## src/hdl/gwch_pkg.sv

```systemverilog
// shared types for the gift wrap convex hull block
package gwch_pkg;

  typedef struct packed {
    logic signed [15:0] px;
    logic signed [15:0] py;
    logic               final_point;
  } in_item_t;

  typedef struct packed {
    logic signed [15:0] hx;
    logic signed [15:0] hy;
    logic [4:0]         src_index;
    logic               overflowed;
    logic               ring_end;
  } out_item_t;

  typedef enum logic [1:0] {
    ACC_HOLD,
    ACC_LOAD,
    ACC_ADD,
    ACC_SUB
  } acc_op_e;

  typedef struct packed {
    acc_op_e acc_op;
  } mac_ctl_t;

  typedef struct packed {
    logic neg;
    logic zero;
  } mac_sts_t;

endpackage

```

## src/hdl/gift_wrap_convex_hull.sv

```systemverilog
// gift wrap convex hull: point store, sequencer and output register
// load: one point per cycle, in_stall_o low while idle
// hull: one scan of all points finds the start, then one scan of all points per hull vertex
//   (one ram read and eight sequencer steps on the shared multiplier per candidate)
// the block is stalled on input from the final point until the closing vertex is registered
// reset clears state, point count, drop flag, scan indices, step and output valid; the point ram is not cleared
module gift_wrap_convex_hull #(
  parameter int MAX_POINTS = 32,
  parameter int COORD_BITS = 16
) (
  input  logic                clk_i,
  input  logic                rst_ni,
  input  logic                in_valid_i,
  output logic                in_stall_o,
  input  gwch_pkg::in_item_t  in_data_i,
  output logic                out_valid_o,
  input  logic                out_stall_i,
  output gwch_pkg::out_item_t out_data_o
);

  localparam int CW   = COORD_BITS;
  localparam int W    = CW + 1;
  localparam int IW   = $clog2(MAX_POINTS);
  localparam int CNTW = $clog2(MAX_POINTS + 1);
  localparam int EW   = (CW > 16) ? CW : 16;

  localparam logic [3:0] S_IDLE    = 4'd0;
  localparam logic [3:0] S_FIND_RD = 4'd1;
  localparam logic [3:0] S_FIND_LD = 4'd2;
  localparam logic [3:0] S_EMIT    = 4'd3;
  localparam logic [3:0] S_SCAN_RD = 4'd4;
  localparam logic [3:0] S_SCAN_LD = 4'd5;
  localparam logic [3:0] S_MUL     = 4'd6;
  localparam logic [3:0] S_NEXT    = 4'd7;
  localparam logic [3:0] S_CLOSE   = 4'd8;

  localparam logic [2:0] MS_CROSS_A = 3'd0;
  localparam logic [2:0] MS_CROSS_B = 3'd1;
  localparam logic [2:0] MS_DOTBC_A = 3'd2;
  localparam logic [2:0] MS_DOTBC_B = 3'd3;
  localparam logic [2:0] MS_DOTDC_A = 3'd4;
  localparam logic [2:0] MS_DOTDC_B = 3'd5;
  localparam logic [2:0] MS_SUM     = 3'd6;
  localparam logic [2:0] MS_DECIDE  = 3'd7;

  function automatic logic signed [15:0] to16(input logic signed [CW-1:0] c);
    logic signed [EW-1:0] e;
    e = EW'(c);
    return e[15:0];
  endfunction

  function automatic logic [4:0] idx5(input logic [IW-1:0] i);
    logic [IW+4:0] t;
    t = (IW+5)'(i);
    return t[4:0];
  endfunction

  function automatic logic [W-1:0] absw(input logic signed [W-1:0] v);
    return v[W-1] ? W'(-v) : W'(v);
  endfunction

  // control
  logic [3:0]      state_q, state_d;
  logic [CNTW-1:0] count_q, count_d;
  logic            drop_q, drop_d;
  logic [IW-1:0]   j_q, j_d;
  logic [CNTW-1:0] emitted_q, emitted_d;
  logic            has_best_q, has_best_d;
  logic [2:0]      step_q, step_d;
  logic            out_valid_q, out_valid_d;

  // payload
  gwch_pkg::out_item_t  out_q, out_d;
  logic signed [CW-1:0] start_x_q, start_x_d, start_y_q, start_y_d;
  logic [IW-1:0]        start_idx_q, start_idx_d;
  logic signed [CW-1:0] cur_x_q, cur_x_d, cur_y_q, cur_y_d;
  logic [IW-1:0]        cur_idx_q, cur_idx_d;
  logic signed [CW-1:0] best_x_q, best_x_d, best_y_q, best_y_d;
  logic [IW-1:0]        best_idx_q, best_idx_d;
  logic signed [W-1:0]  bvx_q, bvx_d, bvy_q, bvy_d;
  logic signed [CW-1:0] cand_x_q, cand_x_d, cand_y_q, cand_y_d;
  logic [IW-1:0]        cand_idx_q, cand_idx_d;
  logic signed [W-1:0]  cvx_q, cvx_d, cvy_q, cvy_d;
  logic signed [W-1:0]  dx_q, dx_d, dy_q, dy_d;
  logic                 cross_neg_q, cross_neg_d, cross_zero_q, cross_zero_d;
  logic                 dbc_neg_q, dbc_neg_d, dbc_zero_q, dbc_zero_d;

  // ram
  logic              ram_we;
  logic [IW-1:0]     ram_raddr;
  logic [2*CW-1:0]   ram_wdata;
  logic [2*CW-1:0]   ram_rdata;
  logic [EW-1:0]     raw_x, raw_y;
  logic signed [CW-1:0] in_x, in_y, rd_x, rd_y;
  logic signed [W-1:0]  rd_vx, rd_vy;

  // mac
  gwch_pkg::mac_ctl_t  mac_ctl;
  gwch_pkg::mac_sts_t  mac_sts;
  logic signed [W-1:0] op_a, op_b;

  logic            out_free;
  logic            last_j;
  logic            farther;
  logic            better;
  logic [W:0]      len_c, len_b;

  assign raw_x     = EW'($unsigned(in_data_i.px));
  assign raw_y     = EW'($unsigned(in_data_i.py));
  assign in_x      = raw_x[CW-1:0];
  assign in_y      = raw_y[CW-1:0];
  assign ram_wdata = {in_y, in_x};
  assign rd_x      = ram_rdata[CW-1:0];
  assign rd_y      = ram_rdata[2*CW-1:CW];
  assign rd_vx     = W'(rd_x) - W'(cur_x_q);
  assign rd_vy     = W'(rd_y) - W'(cur_y_q);

  gwch_ram #(
    .WIDTH (2*CW),
    .DEPTH (MAX_POINTS)
  ) u_store (
    .clk_i   (clk_i),
    .we_i    (ram_we),
    .waddr_i (count_q[IW-1:0]),
    .wdata_i (ram_wdata),
    .raddr_i (ram_raddr),
    .rdata_o (ram_rdata)
  );

  gwch_mac #(
    .W (W)
  ) u_mac (
    .clk_i (clk_i),
    .ctl_i (mac_ctl),
    .a_i   (op_a),
    .b_i   (op_b),
    .sts_o (mac_sts)
  );

  assign out_free = !out_valid_q || !out_stall_i;
  assign last_j   = ((CNTW'(j_q) + CNTW'(1)) == count_q);
  assign len_c    = (W+1)'(absw(cvx_q)) + (W+1)'(absw(cvy_q));
  assign len_b    = (W+1)'(absw(bvx_q)) + (W+1)'(absw(bvy_q));
  assign farther  = (len_c > len_b);

  // candidate wins on a smaller angle; collinear same way goes to the farther point,
  // collinear opposite way goes to the one along the reference direction,
  // and to the farther one when both are square to it
  assign better = cross_neg_q ||
                  (cross_zero_q && ((!dbc_neg_q && !dbc_zero_q && farther) ||
                                    (dbc_neg_q && !mac_sts.neg &&
                                     (!mac_sts.zero || farther))));

  always_comb begin
    op_a = '0;
    op_b = '0;
    mac_ctl.acc_op = gwch_pkg::ACC_HOLD;
    case (step_q)
      MS_CROSS_A: begin op_a = bvx_q; op_b = cvy_q; end
      MS_CROSS_B: begin
        op_a = bvy_q; op_b = cvx_q;
        mac_ctl.acc_op = gwch_pkg::ACC_LOAD;
      end
      MS_DOTBC_A: begin
        op_a = bvx_q; op_b = cvx_q;
        mac_ctl.acc_op = gwch_pkg::ACC_SUB;
      end
      MS_DOTBC_B: begin
        op_a = bvy_q; op_b = cvy_q;
        mac_ctl.acc_op = gwch_pkg::ACC_LOAD;
      end
      MS_DOTDC_A: begin
        op_a = dx_q; op_b = cvx_q;
        mac_ctl.acc_op = gwch_pkg::ACC_ADD;
      end
      MS_DOTDC_B: begin
        op_a = dy_q; op_b = cvy_q;
        mac_ctl.acc_op = gwch_pkg::ACC_LOAD;
      end
      MS_SUM: mac_ctl.acc_op = gwch_pkg::ACC_ADD;
      default: mac_ctl.acc_op = gwch_pkg::ACC_HOLD;
    endcase
    if (state_q != S_MUL) begin
      mac_ctl.acc_op = gwch_pkg::ACC_HOLD;
    end
  end

  always_comb begin
    state_d      = state_q;
    count_d      = count_q;
    drop_d       = drop_q;
    j_d          = j_q;
    emitted_d    = emitted_q;
    has_best_d   = has_best_q;
    step_d       = step_q;
    out_valid_d  = out_valid_q;
    out_d        = out_q;
    start_x_d    = start_x_q;
    start_y_d    = start_y_q;
    start_idx_d  = start_idx_q;
    cur_x_d      = cur_x_q;
    cur_y_d      = cur_y_q;
    cur_idx_d    = cur_idx_q;
    best_x_d     = best_x_q;
    best_y_d     = best_y_q;
    best_idx_d   = best_idx_q;
    bvx_d        = bvx_q;
    bvy_d        = bvy_q;
    cand_x_d     = cand_x_q;
    cand_y_d     = cand_y_q;
    cand_idx_d   = cand_idx_q;
    cvx_d        = cvx_q;
    cvy_d        = cvy_q;
    dx_d         = dx_q;
    dy_d         = dy_q;
    cross_neg_d  = cross_neg_q;
    cross_zero_d = cross_zero_q;
    dbc_neg_d    = dbc_neg_q;
    dbc_zero_d   = dbc_zero_q;
    ram_we       = 1'b0;
    ram_raddr    = j_q;

    if (out_valid_q && !out_stall_i) begin
      out_valid_d = 1'b0;
    end

    unique case (state_q)
      S_IDLE: begin
        if (in_valid_i) begin
          if (count_q < CNTW'(MAX_POINTS)) begin
            ram_we  = 1'b1;
            count_d = count_q + CNTW'(1);
          end else begin
            drop_d = 1'b1;
          end
          if (in_data_i.final_point) begin
            j_d     = '0;
            state_d = S_FIND_RD;
          end
        end
      end
      S_FIND_RD: state_d = S_FIND_LD;
      S_FIND_LD: begin
        if (j_q == '0 || rd_x < start_x_q || (rd_x == start_x_q && rd_y < start_y_q)) begin
          start_x_d   = rd_x;
          start_y_d   = rd_y;
          start_idx_d = j_q;
        end
        if (last_j) begin
          cur_x_d   = start_x_d;
          cur_y_d   = start_y_d;
          cur_idx_d = start_idx_d;
          emitted_d = '0;
          dx_d      = '0;
          dy_d      = -W'(1);
          state_d   = S_EMIT;
        end else begin
          j_d     = j_q + IW'(1);
          state_d = S_FIND_RD;
        end
      end
      S_EMIT: begin
        if (out_free) begin
          out_valid_d      = 1'b1;
          out_d.hx         = to16(cur_x_q);
          out_d.hy         = to16(cur_y_q);
          out_d.src_index  = idx5(cur_idx_q);
          out_d.overflowed = drop_q;
          out_d.ring_end   = 1'b0;
          emitted_d        = emitted_q + CNTW'(1);
          if (emitted_q >= CNTW'(MAX_POINTS - 1)) begin
            state_d = S_CLOSE;
          end else begin
            j_d        = '0;
            has_best_d = 1'b0;
            state_d    = S_SCAN_RD;
          end
        end
      end
      S_SCAN_RD: state_d = S_SCAN_LD;
      S_SCAN_LD: begin
        cand_x_d   = rd_x;
        cand_y_d   = rd_y;
        cand_idx_d = j_q;
        cvx_d      = rd_vx;
        cvy_d      = rd_vy;
        if (rd_vx != '0 || rd_vy != '0) begin
          if (!has_best_q) begin
            has_best_d = 1'b1;
            best_x_d   = rd_x;
            best_y_d   = rd_y;
            best_idx_d = j_q;
            bvx_d      = rd_vx;
            bvy_d      = rd_vy;
          end else begin
            step_d  = MS_CROSS_A;
            state_d = S_MUL;
          end
        end
        if (state_d != S_MUL) begin
          if (last_j) begin
            state_d = S_NEXT;
          end else begin
            j_d     = j_q + IW'(1);
            state_d = S_SCAN_RD;
          end
        end
      end
      S_MUL: begin
        step_d = step_q + 3'd1;
        if (step_q == MS_DOTBC_B) begin
          cross_neg_d  = mac_sts.neg;
          cross_zero_d = mac_sts.zero;
        end
        // dot of best and candidate sits in the accumulator for this one step
        if (step_q == MS_DOTDC_B) begin
          dbc_neg_d  = mac_sts.neg;
          dbc_zero_d = mac_sts.zero;
        end
        if (step_q == MS_DECIDE) begin
          if (better) begin
            best_x_d   = cand_x_q;
            best_y_d   = cand_y_q;
            best_idx_d = cand_idx_q;
            bvx_d      = cvx_q;
            bvy_d      = cvy_q;
          end
          if (last_j) begin
            state_d = S_NEXT;
          end else begin
            j_d     = j_q + IW'(1);
            state_d = S_SCAN_RD;
          end
        end
      end
      S_NEXT: begin
        if (!has_best_q || (best_x_q == start_x_q && best_y_q == start_y_q)) begin
          state_d = S_CLOSE;
        end else begin
          dx_d      = bvx_q;
          dy_d      = bvy_q;
          cur_x_d   = best_x_q;
          cur_y_d   = best_y_q;
          cur_idx_d = best_idx_q;
          state_d   = S_EMIT;
        end
      end
      S_CLOSE: begin
        if (out_free) begin
          out_valid_d      = 1'b1;
          out_d.hx         = to16(start_x_q);
          out_d.hy         = to16(start_y_q);
          out_d.src_index  = idx5(start_idx_q);
          out_d.overflowed = drop_q;
          out_d.ring_end   = 1'b1;
          count_d          = '0;
          drop_d           = 1'b0;
          state_d          = S_IDLE;
        end
      end
      default: state_d = S_IDLE;
    endcase
  end

  always_ff @(posedge clk_i or negedge rst_ni) begin
    if (!rst_ni) begin
      state_q     <= S_IDLE;
      count_q     <= '0;
      drop_q      <= 1'b0;
      j_q         <= '0;
      emitted_q   <= '0;
      has_best_q  <= 1'b0;
      step_q      <= '0;
      out_valid_q <= 1'b0;
    end else begin
      state_q     <= state_d;
      count_q     <= count_d;
      drop_q      <= drop_d;
      j_q         <= j_d;
      emitted_q   <= emitted_d;
      has_best_q  <= has_best_d;
      step_q      <= step_d;
      out_valid_q <= out_valid_d;
    end
  end

  always_ff @(posedge clk_i) begin
    out_q        <= out_d;
    start_x_q    <= start_x_d;
    start_y_q    <= start_y_d;
    start_idx_q  <= start_idx_d;
    cur_x_q      <= cur_x_d;
    cur_y_q      <= cur_y_d;
    cur_idx_q    <= cur_idx_d;
    best_x_q     <= best_x_d;
    best_y_q     <= best_y_d;
    best_idx_q   <= best_idx_d;
    bvx_q        <= bvx_d;
    bvy_q        <= bvy_d;
    cand_x_q     <= cand_x_d;
    cand_y_q     <= cand_y_d;
    cand_idx_q   <= cand_idx_d;
    cvx_q        <= cvx_d;
    cvy_q        <= cvy_d;
    dx_q         <= dx_d;
    dy_q         <= dy_d;
    cross_neg_q  <= cross_neg_d;
    cross_zero_q <= cross_zero_d;
    dbc_neg_q    <= dbc_neg_d;
    dbc_zero_q   <= dbc_zero_d;
  end

  assign in_stall_o  = (state_q != S_IDLE);
  assign out_valid_o = out_valid_q;
  assign out_data_o  = out_q;

  a_count_range: assert property (@(posedge clk_i) disable iff (!rst_ni)
    count_q <= CNTW'(MAX_POINTS))
    else $error("point count beyond capacity");

  a_emit_range: assert property (@(posedge clk_i) disable iff (!rst_ni)
    emitted_q <= CNTW'(MAX_POINTS))
    else $error("too many hull vertices emitted");

  a_mul_has_best: assert property (@(posedge clk_i) disable iff (!rst_ni)
    (state_q == S_MUL) |-> has_best_q)
    else $error("angle compare without a current best");

  a_close_clears: assert property (@(posedge clk_i) disable iff (!rst_ni)
    (state_q == S_CLOSE && out_free) |=>
      (count_q == '0 && !drop_q && out_valid_o && out_data_o.ring_end))
    else $error("closing transfer did not clear the set");

endmodule

```

## src/hdl/gwch_ram.sv

```systemverilog
// generic single write port ram with registered read
module gwch_ram #(
  parameter int WIDTH = 32,
  parameter int DEPTH = 32
) (
  input  logic                     clk_i,
  input  logic                     we_i,
  input  logic [$clog2(DEPTH)-1:0] waddr_i,
  input  logic [WIDTH-1:0]         wdata_i,
  input  logic [$clog2(DEPTH)-1:0] raddr_i,
  output logic [WIDTH-1:0]         rdata_o
);

  logic [WIDTH-1:0] mem_q [DEPTH];
  logic [WIDTH-1:0] rdata_q;

  always_ff @(posedge clk_i) begin
    if (we_i) begin
      mem_q[waddr_i] <= wdata_i;
    end
    rdata_q <= mem_q[raddr_i];
  end

  assign rdata_o = rdata_q;

endmodule

```

## src/hdl/gwch_mac.sv

```systemverilog
// shared multiply accumulate unit with registered product
module gwch_mac #(
  parameter int W = 17
) (
  input  logic                clk_i,
  input  gwch_pkg::mac_ctl_t  ctl_i,
  input  logic signed [W-1:0] a_i,
  input  logic signed [W-1:0] b_i,
  output gwch_pkg::mac_sts_t  sts_o
);

  logic signed [2*W-1:0] prod_q;
  logic signed [2*W:0]   acc_q;
  logic signed [2*W:0]   acc_d;
  logic signed [2*W:0]   prod_ext;

  assign prod_ext = (2*W+1)'(prod_q);

  always_comb begin
    acc_d = acc_q;
    unique case (ctl_i.acc_op)
      gwch_pkg::ACC_HOLD: acc_d = acc_q;
      gwch_pkg::ACC_LOAD: acc_d = prod_ext;
      gwch_pkg::ACC_ADD:  acc_d = acc_q + prod_ext;
      gwch_pkg::ACC_SUB:  acc_d = acc_q - prod_ext;
      default:            acc_d = acc_q;
    endcase
  end

  always_ff @(posedge clk_i) begin
    prod_q <= a_i * b_i;
    acc_q  <= acc_d;
  end

  assign sts_o.neg  = acc_q[2*W];
  assign sts_o.zero = (acc_q == '0);

endmodule

```

## config.mk

```make
export PLATFORM = sky130hd
export DESIGN_NAME = gift_wrap_convex_hull
export DESIGN_NICKNAME = d
export VERILOG_FILES = /design/src/hdl/gwch_pkg.sv /design/src/hdl/gift_wrap_convex_hull.sv /design/src/hdl/gwch_ram.sv /design/src/hdl/gwch_mac.sv
export SDC_FILE = /design/constraint.sdc
export NUM_CORES = 2
export LEC_CHECK = 0
export BUFFER_PORTS_ARGS = -buffer_cell sky130_fd_sc_hd__buf_2
export CAP_MARGIN = 0
export CORE_MARGIN = 2
export CORE_UTILIZATION = 55
export CTS_CLUSTER_DIAMETER = 60
export CTS_CLUSTER_SIZE = 14
export DETAILED_ROUTE_END_ITERATION = 6
export PLACE_DENSITY = 0.71
export REMOVE_ABC_BUFFERS = 1
export SLEW_MARGIN = 20
export SYNTH_ARGS = -nofsm -noshare
export SYNTH_HDL_FRONTEND = slang
export SYNTH_SLANG_ARGS = --single-unit
```

## constraint.sdc

```tcl
create_clock -name clk_i -period 16.03 [get_ports clk_i]
set_input_delay 2.4045 -clock clk_i [delete_from_list [all_inputs] [get_ports clk_i]]
set_output_delay 2.4045 -clock clk_i [all_outputs]
set_load 0.03 [all_outputs]
```

==> flow_summary.toml <==
[routing]
drt-pass1-iter-count = 6
detail_route.drc_violations = 0
totalWireLength_mm = 186
vias = 43685
routedWlPerCell_um = 26.4
first_iter_violations = 5075
ant_nets = 0
via_to_cell_ratio = 6.20

[grt]
global_route_wire_length_before_repair_mm = 279
grt_pass1_vias = 43525
grt_max_degree = 156
global_route.overflow_total = 0
global_route.usage.met3_pct = 5.15
number_of_antenna_violations_at_the_first_check_in_global_routing = 15
use_met1_pct = 38.0
overall_track_demand_over_capacity_in_global_routing_pct = 27.6
grt_use_met2_pct = 44.3
grt_most_used_layer = "met2"

[clock_network]
clock_tree.htree_level_count = 4
cts-root-to-sink-buffers = 3
post-cts-setup-buffer-count = 0
cts-resized-gates = 0
clock_latency_ns = 0.78
sinks_on_the_clock_net = 1445
clk_root_buffer_cell = "clkbuf_16"
cts-buffers-inserted = 132
clock_tree_from_tritoncts = "done"
ctsHoldBuffers = 0
worst_setup_hold_path_clk_slew_ns = 0.07

[synthesis]
synth-async-reset-ratio_pct = 1.87
synth.area.top_cells = "edfxtp_1 55%, mux4_2 9.7%, fa_1 8.1%"
yosys.area.top_type = "edfxtp_1"
synthesis.yosys.warnings = 0
postSynthAreaPerCell_um2 = 14.5
number_of_enable_flip_flop_cells_after_synthesis = 1352
post-synth-top-area-fraction_pct = 54.8
synth_seq_cells = 1445
mappedNetlistArea_mm2 = 0.0741
seq_area_frac_synth_pct = 57.5
postSynth.topFlopCell = "edfxtp_1"
postSynthCellCount = 5108
number_of_distinct_library_cells_after_synthesis = 83

[die]
start_util_pct = 55.5
fp.dieArea_mm2 = 0.138
die_y_um = 371
io_pins = 78
row_count = 134
chipWidth_um = 371
design.core.area_mm2 = 0.134

[worst_setup_path]
worstRegToRegCells = 27
critPathLaunchType = "flop"
path_class = "flop to flop"
critical_path_arrival_ns = 10.08
critPathRequiredTime_ns = 16.67
critical-path-top-cell-by-count = "fa_1"
worstSetupEndpointType = "flop"
rrSetupSlack_ns = 6.59
crit_path_top_delay_cell = "nor2_1"
critical_path_peak_fanout = 19
crit_path_max_incr_delay_ns = 0.81

[hold_path]
hp-class = "flop to flop"
hold_crit_depth = 2

[place]
postPlaceCellArea_mm2 = 0.0769
hpwl_mm = 116
numPortBuffers = 77
gp_routability_congestion = 0.932

[sta]
slew_headroom_pct = 25.3
hold_violations = 0
max_slew_vio_count = 0
grt_setup_unrepaired = "false"
finalWorstPathRequiredPeriod_ns = 9.44
hold_ws_ns = 0.498
setup_tns_ns = 0
tightest_slew_ns = 1.12
fmax_ghz = 0.106
final_setup_violations = 0
min_period_over_period_pct = 58.9
fin_worst_skew_ns = 0.0352

[status]
run_status = "finished, final reports clean"

[layout]
flow.area_growth_from_synthesis_pct = 9.15
number_of_nets_in_the_final_layout = 5789
design_area_mm2 = 0.0809
drive_gt1_share_pct = 15.6

[job]
cap_viol_max_count = 0
## cell families (layout without fill, tap and decap cells)
family	count (synthesis)	count (layout)	share of synthesized area, %
simple gates	1149	1149	6.98
fa+ha+maj	553	553	12.4
buf+inv	674	835	3.42
flops	1445	1445	57.5
xor+xnor	243	243	2.87
mux	438	438	11.5
other cells	0	4	0
compound gates	606	606	5.34
## cells in the final DEF (no fill, tap or decap), types with 37 or more instances in the layout
master     count
edfxtp_1    1352
inv_1        477
nand2_1      443
nor2_1       329
mux4_2       320
fa_1         301
ha_1         252
xnor2_1      181
o21ai_0      150
a21oi_1      141
clkbuf_16    135
mux2_2        77
buf_2         77
buf_4         74
dfxtp_1       66
xor2_1        62
nor3_1        46
nand3_1       41
a21o_1        37
## registers in the layout, summed over array words and instances (netlist names), 16 cells and up
register and cells:
best_x_q 16, best_y_q 16, bvx_q 17, bvy_q 17, cand_x_q 16, cand_y_q 16
cur_x_q 16, cur_y_q 16, cvx_q 17, cvy_q 17, dx_q 17, dy_q 17
out_data_o 39, start_x_q 16, start_y_q 16, u_mac.acc_q 35, u_mac.prod_q 34, u_store.mem_q 1024
u_store.rdata_o 32
## per-layer routing
metal	part of all wire (%)	vias up
met5	0.074	-
met4	3.6	20
met3	8.7	385
met2	48	2042
met1	40	22328
li1	-	18910
## area by class of cell
| type | count | area (um2) |
|---|---|---|
| antenna | 4 | 10.0 |
| inverter | 477 | 1790 |
| multi-input combinational | 2989 | 29300 |
| sequential | 1445 | 42600 |
| clock buffer | 167 | 3520 |
| clock inverter | 37 | 434 |
| tap | 1768 | 2210 |
| fill | 9876 | 52800 |
| timing repair buffer | 154 | 1000 |
## worst max-delay path: cells and delay by family (launching register included)
| family | cells | cell delay, ns |
|---|---|---|
| AND/OR/NAND/NOR | 5 | 2.72 |
| adder cells (fa/ha/maj) | 8 | 3.48 |
| buffers and inverters | 4 | 0.27 |
| flip-flops | 1 | 0.44 |
| XOR/XNOR | 1 | 0.15 |
| AO/OA/AOI/OAI | 9 | 2.23 |
## metrics by stage
stage          util, %  cells  setup WS (ns)
2_1_floorplan        -   4911         0.0764
3_3_place_gp      57.6   6833           7.15
3_5_place_dp      57.6   6833           6.89
4_1_cts           60.5   7037           6.71
5_1_grt           60.5   7038           6.18
6_report          60.5   7041           6.59
## synthesized netlist by cell type (48+ instances only)
library cell and instances:
o21ai_0 151, inv_1 477, nor3_1 48, edfxtp_1 1352
clkbuf_1 151, nand2_1 444, fa_1 301, dfxtp_1 66
nor2_1 365, xnor2_1 181, mux2_2 77, ha_1 252
xor2_1 62, mux4_2 320, a21oi_1 143
## worst paths after layout
kind	to	from
worst max-delay path	u_mac.prod_q[32]	step_q[1]
worst min-delay path	best_x_q[4]	cand_x_q[4]
worst max register to register	u_mac.prod_q[32]	step_q[1]
worst min register to register	best_x_q[4]	cand_x_q[4]
max in group asynchronous	j_q[3]	rst_ni
min in group asynchronous	step_q[1]	rst_ni
Power is left out: the tool's default activity adds up to more than one toggle a clock period on the data nets, which glitch-free logic cannot reach.
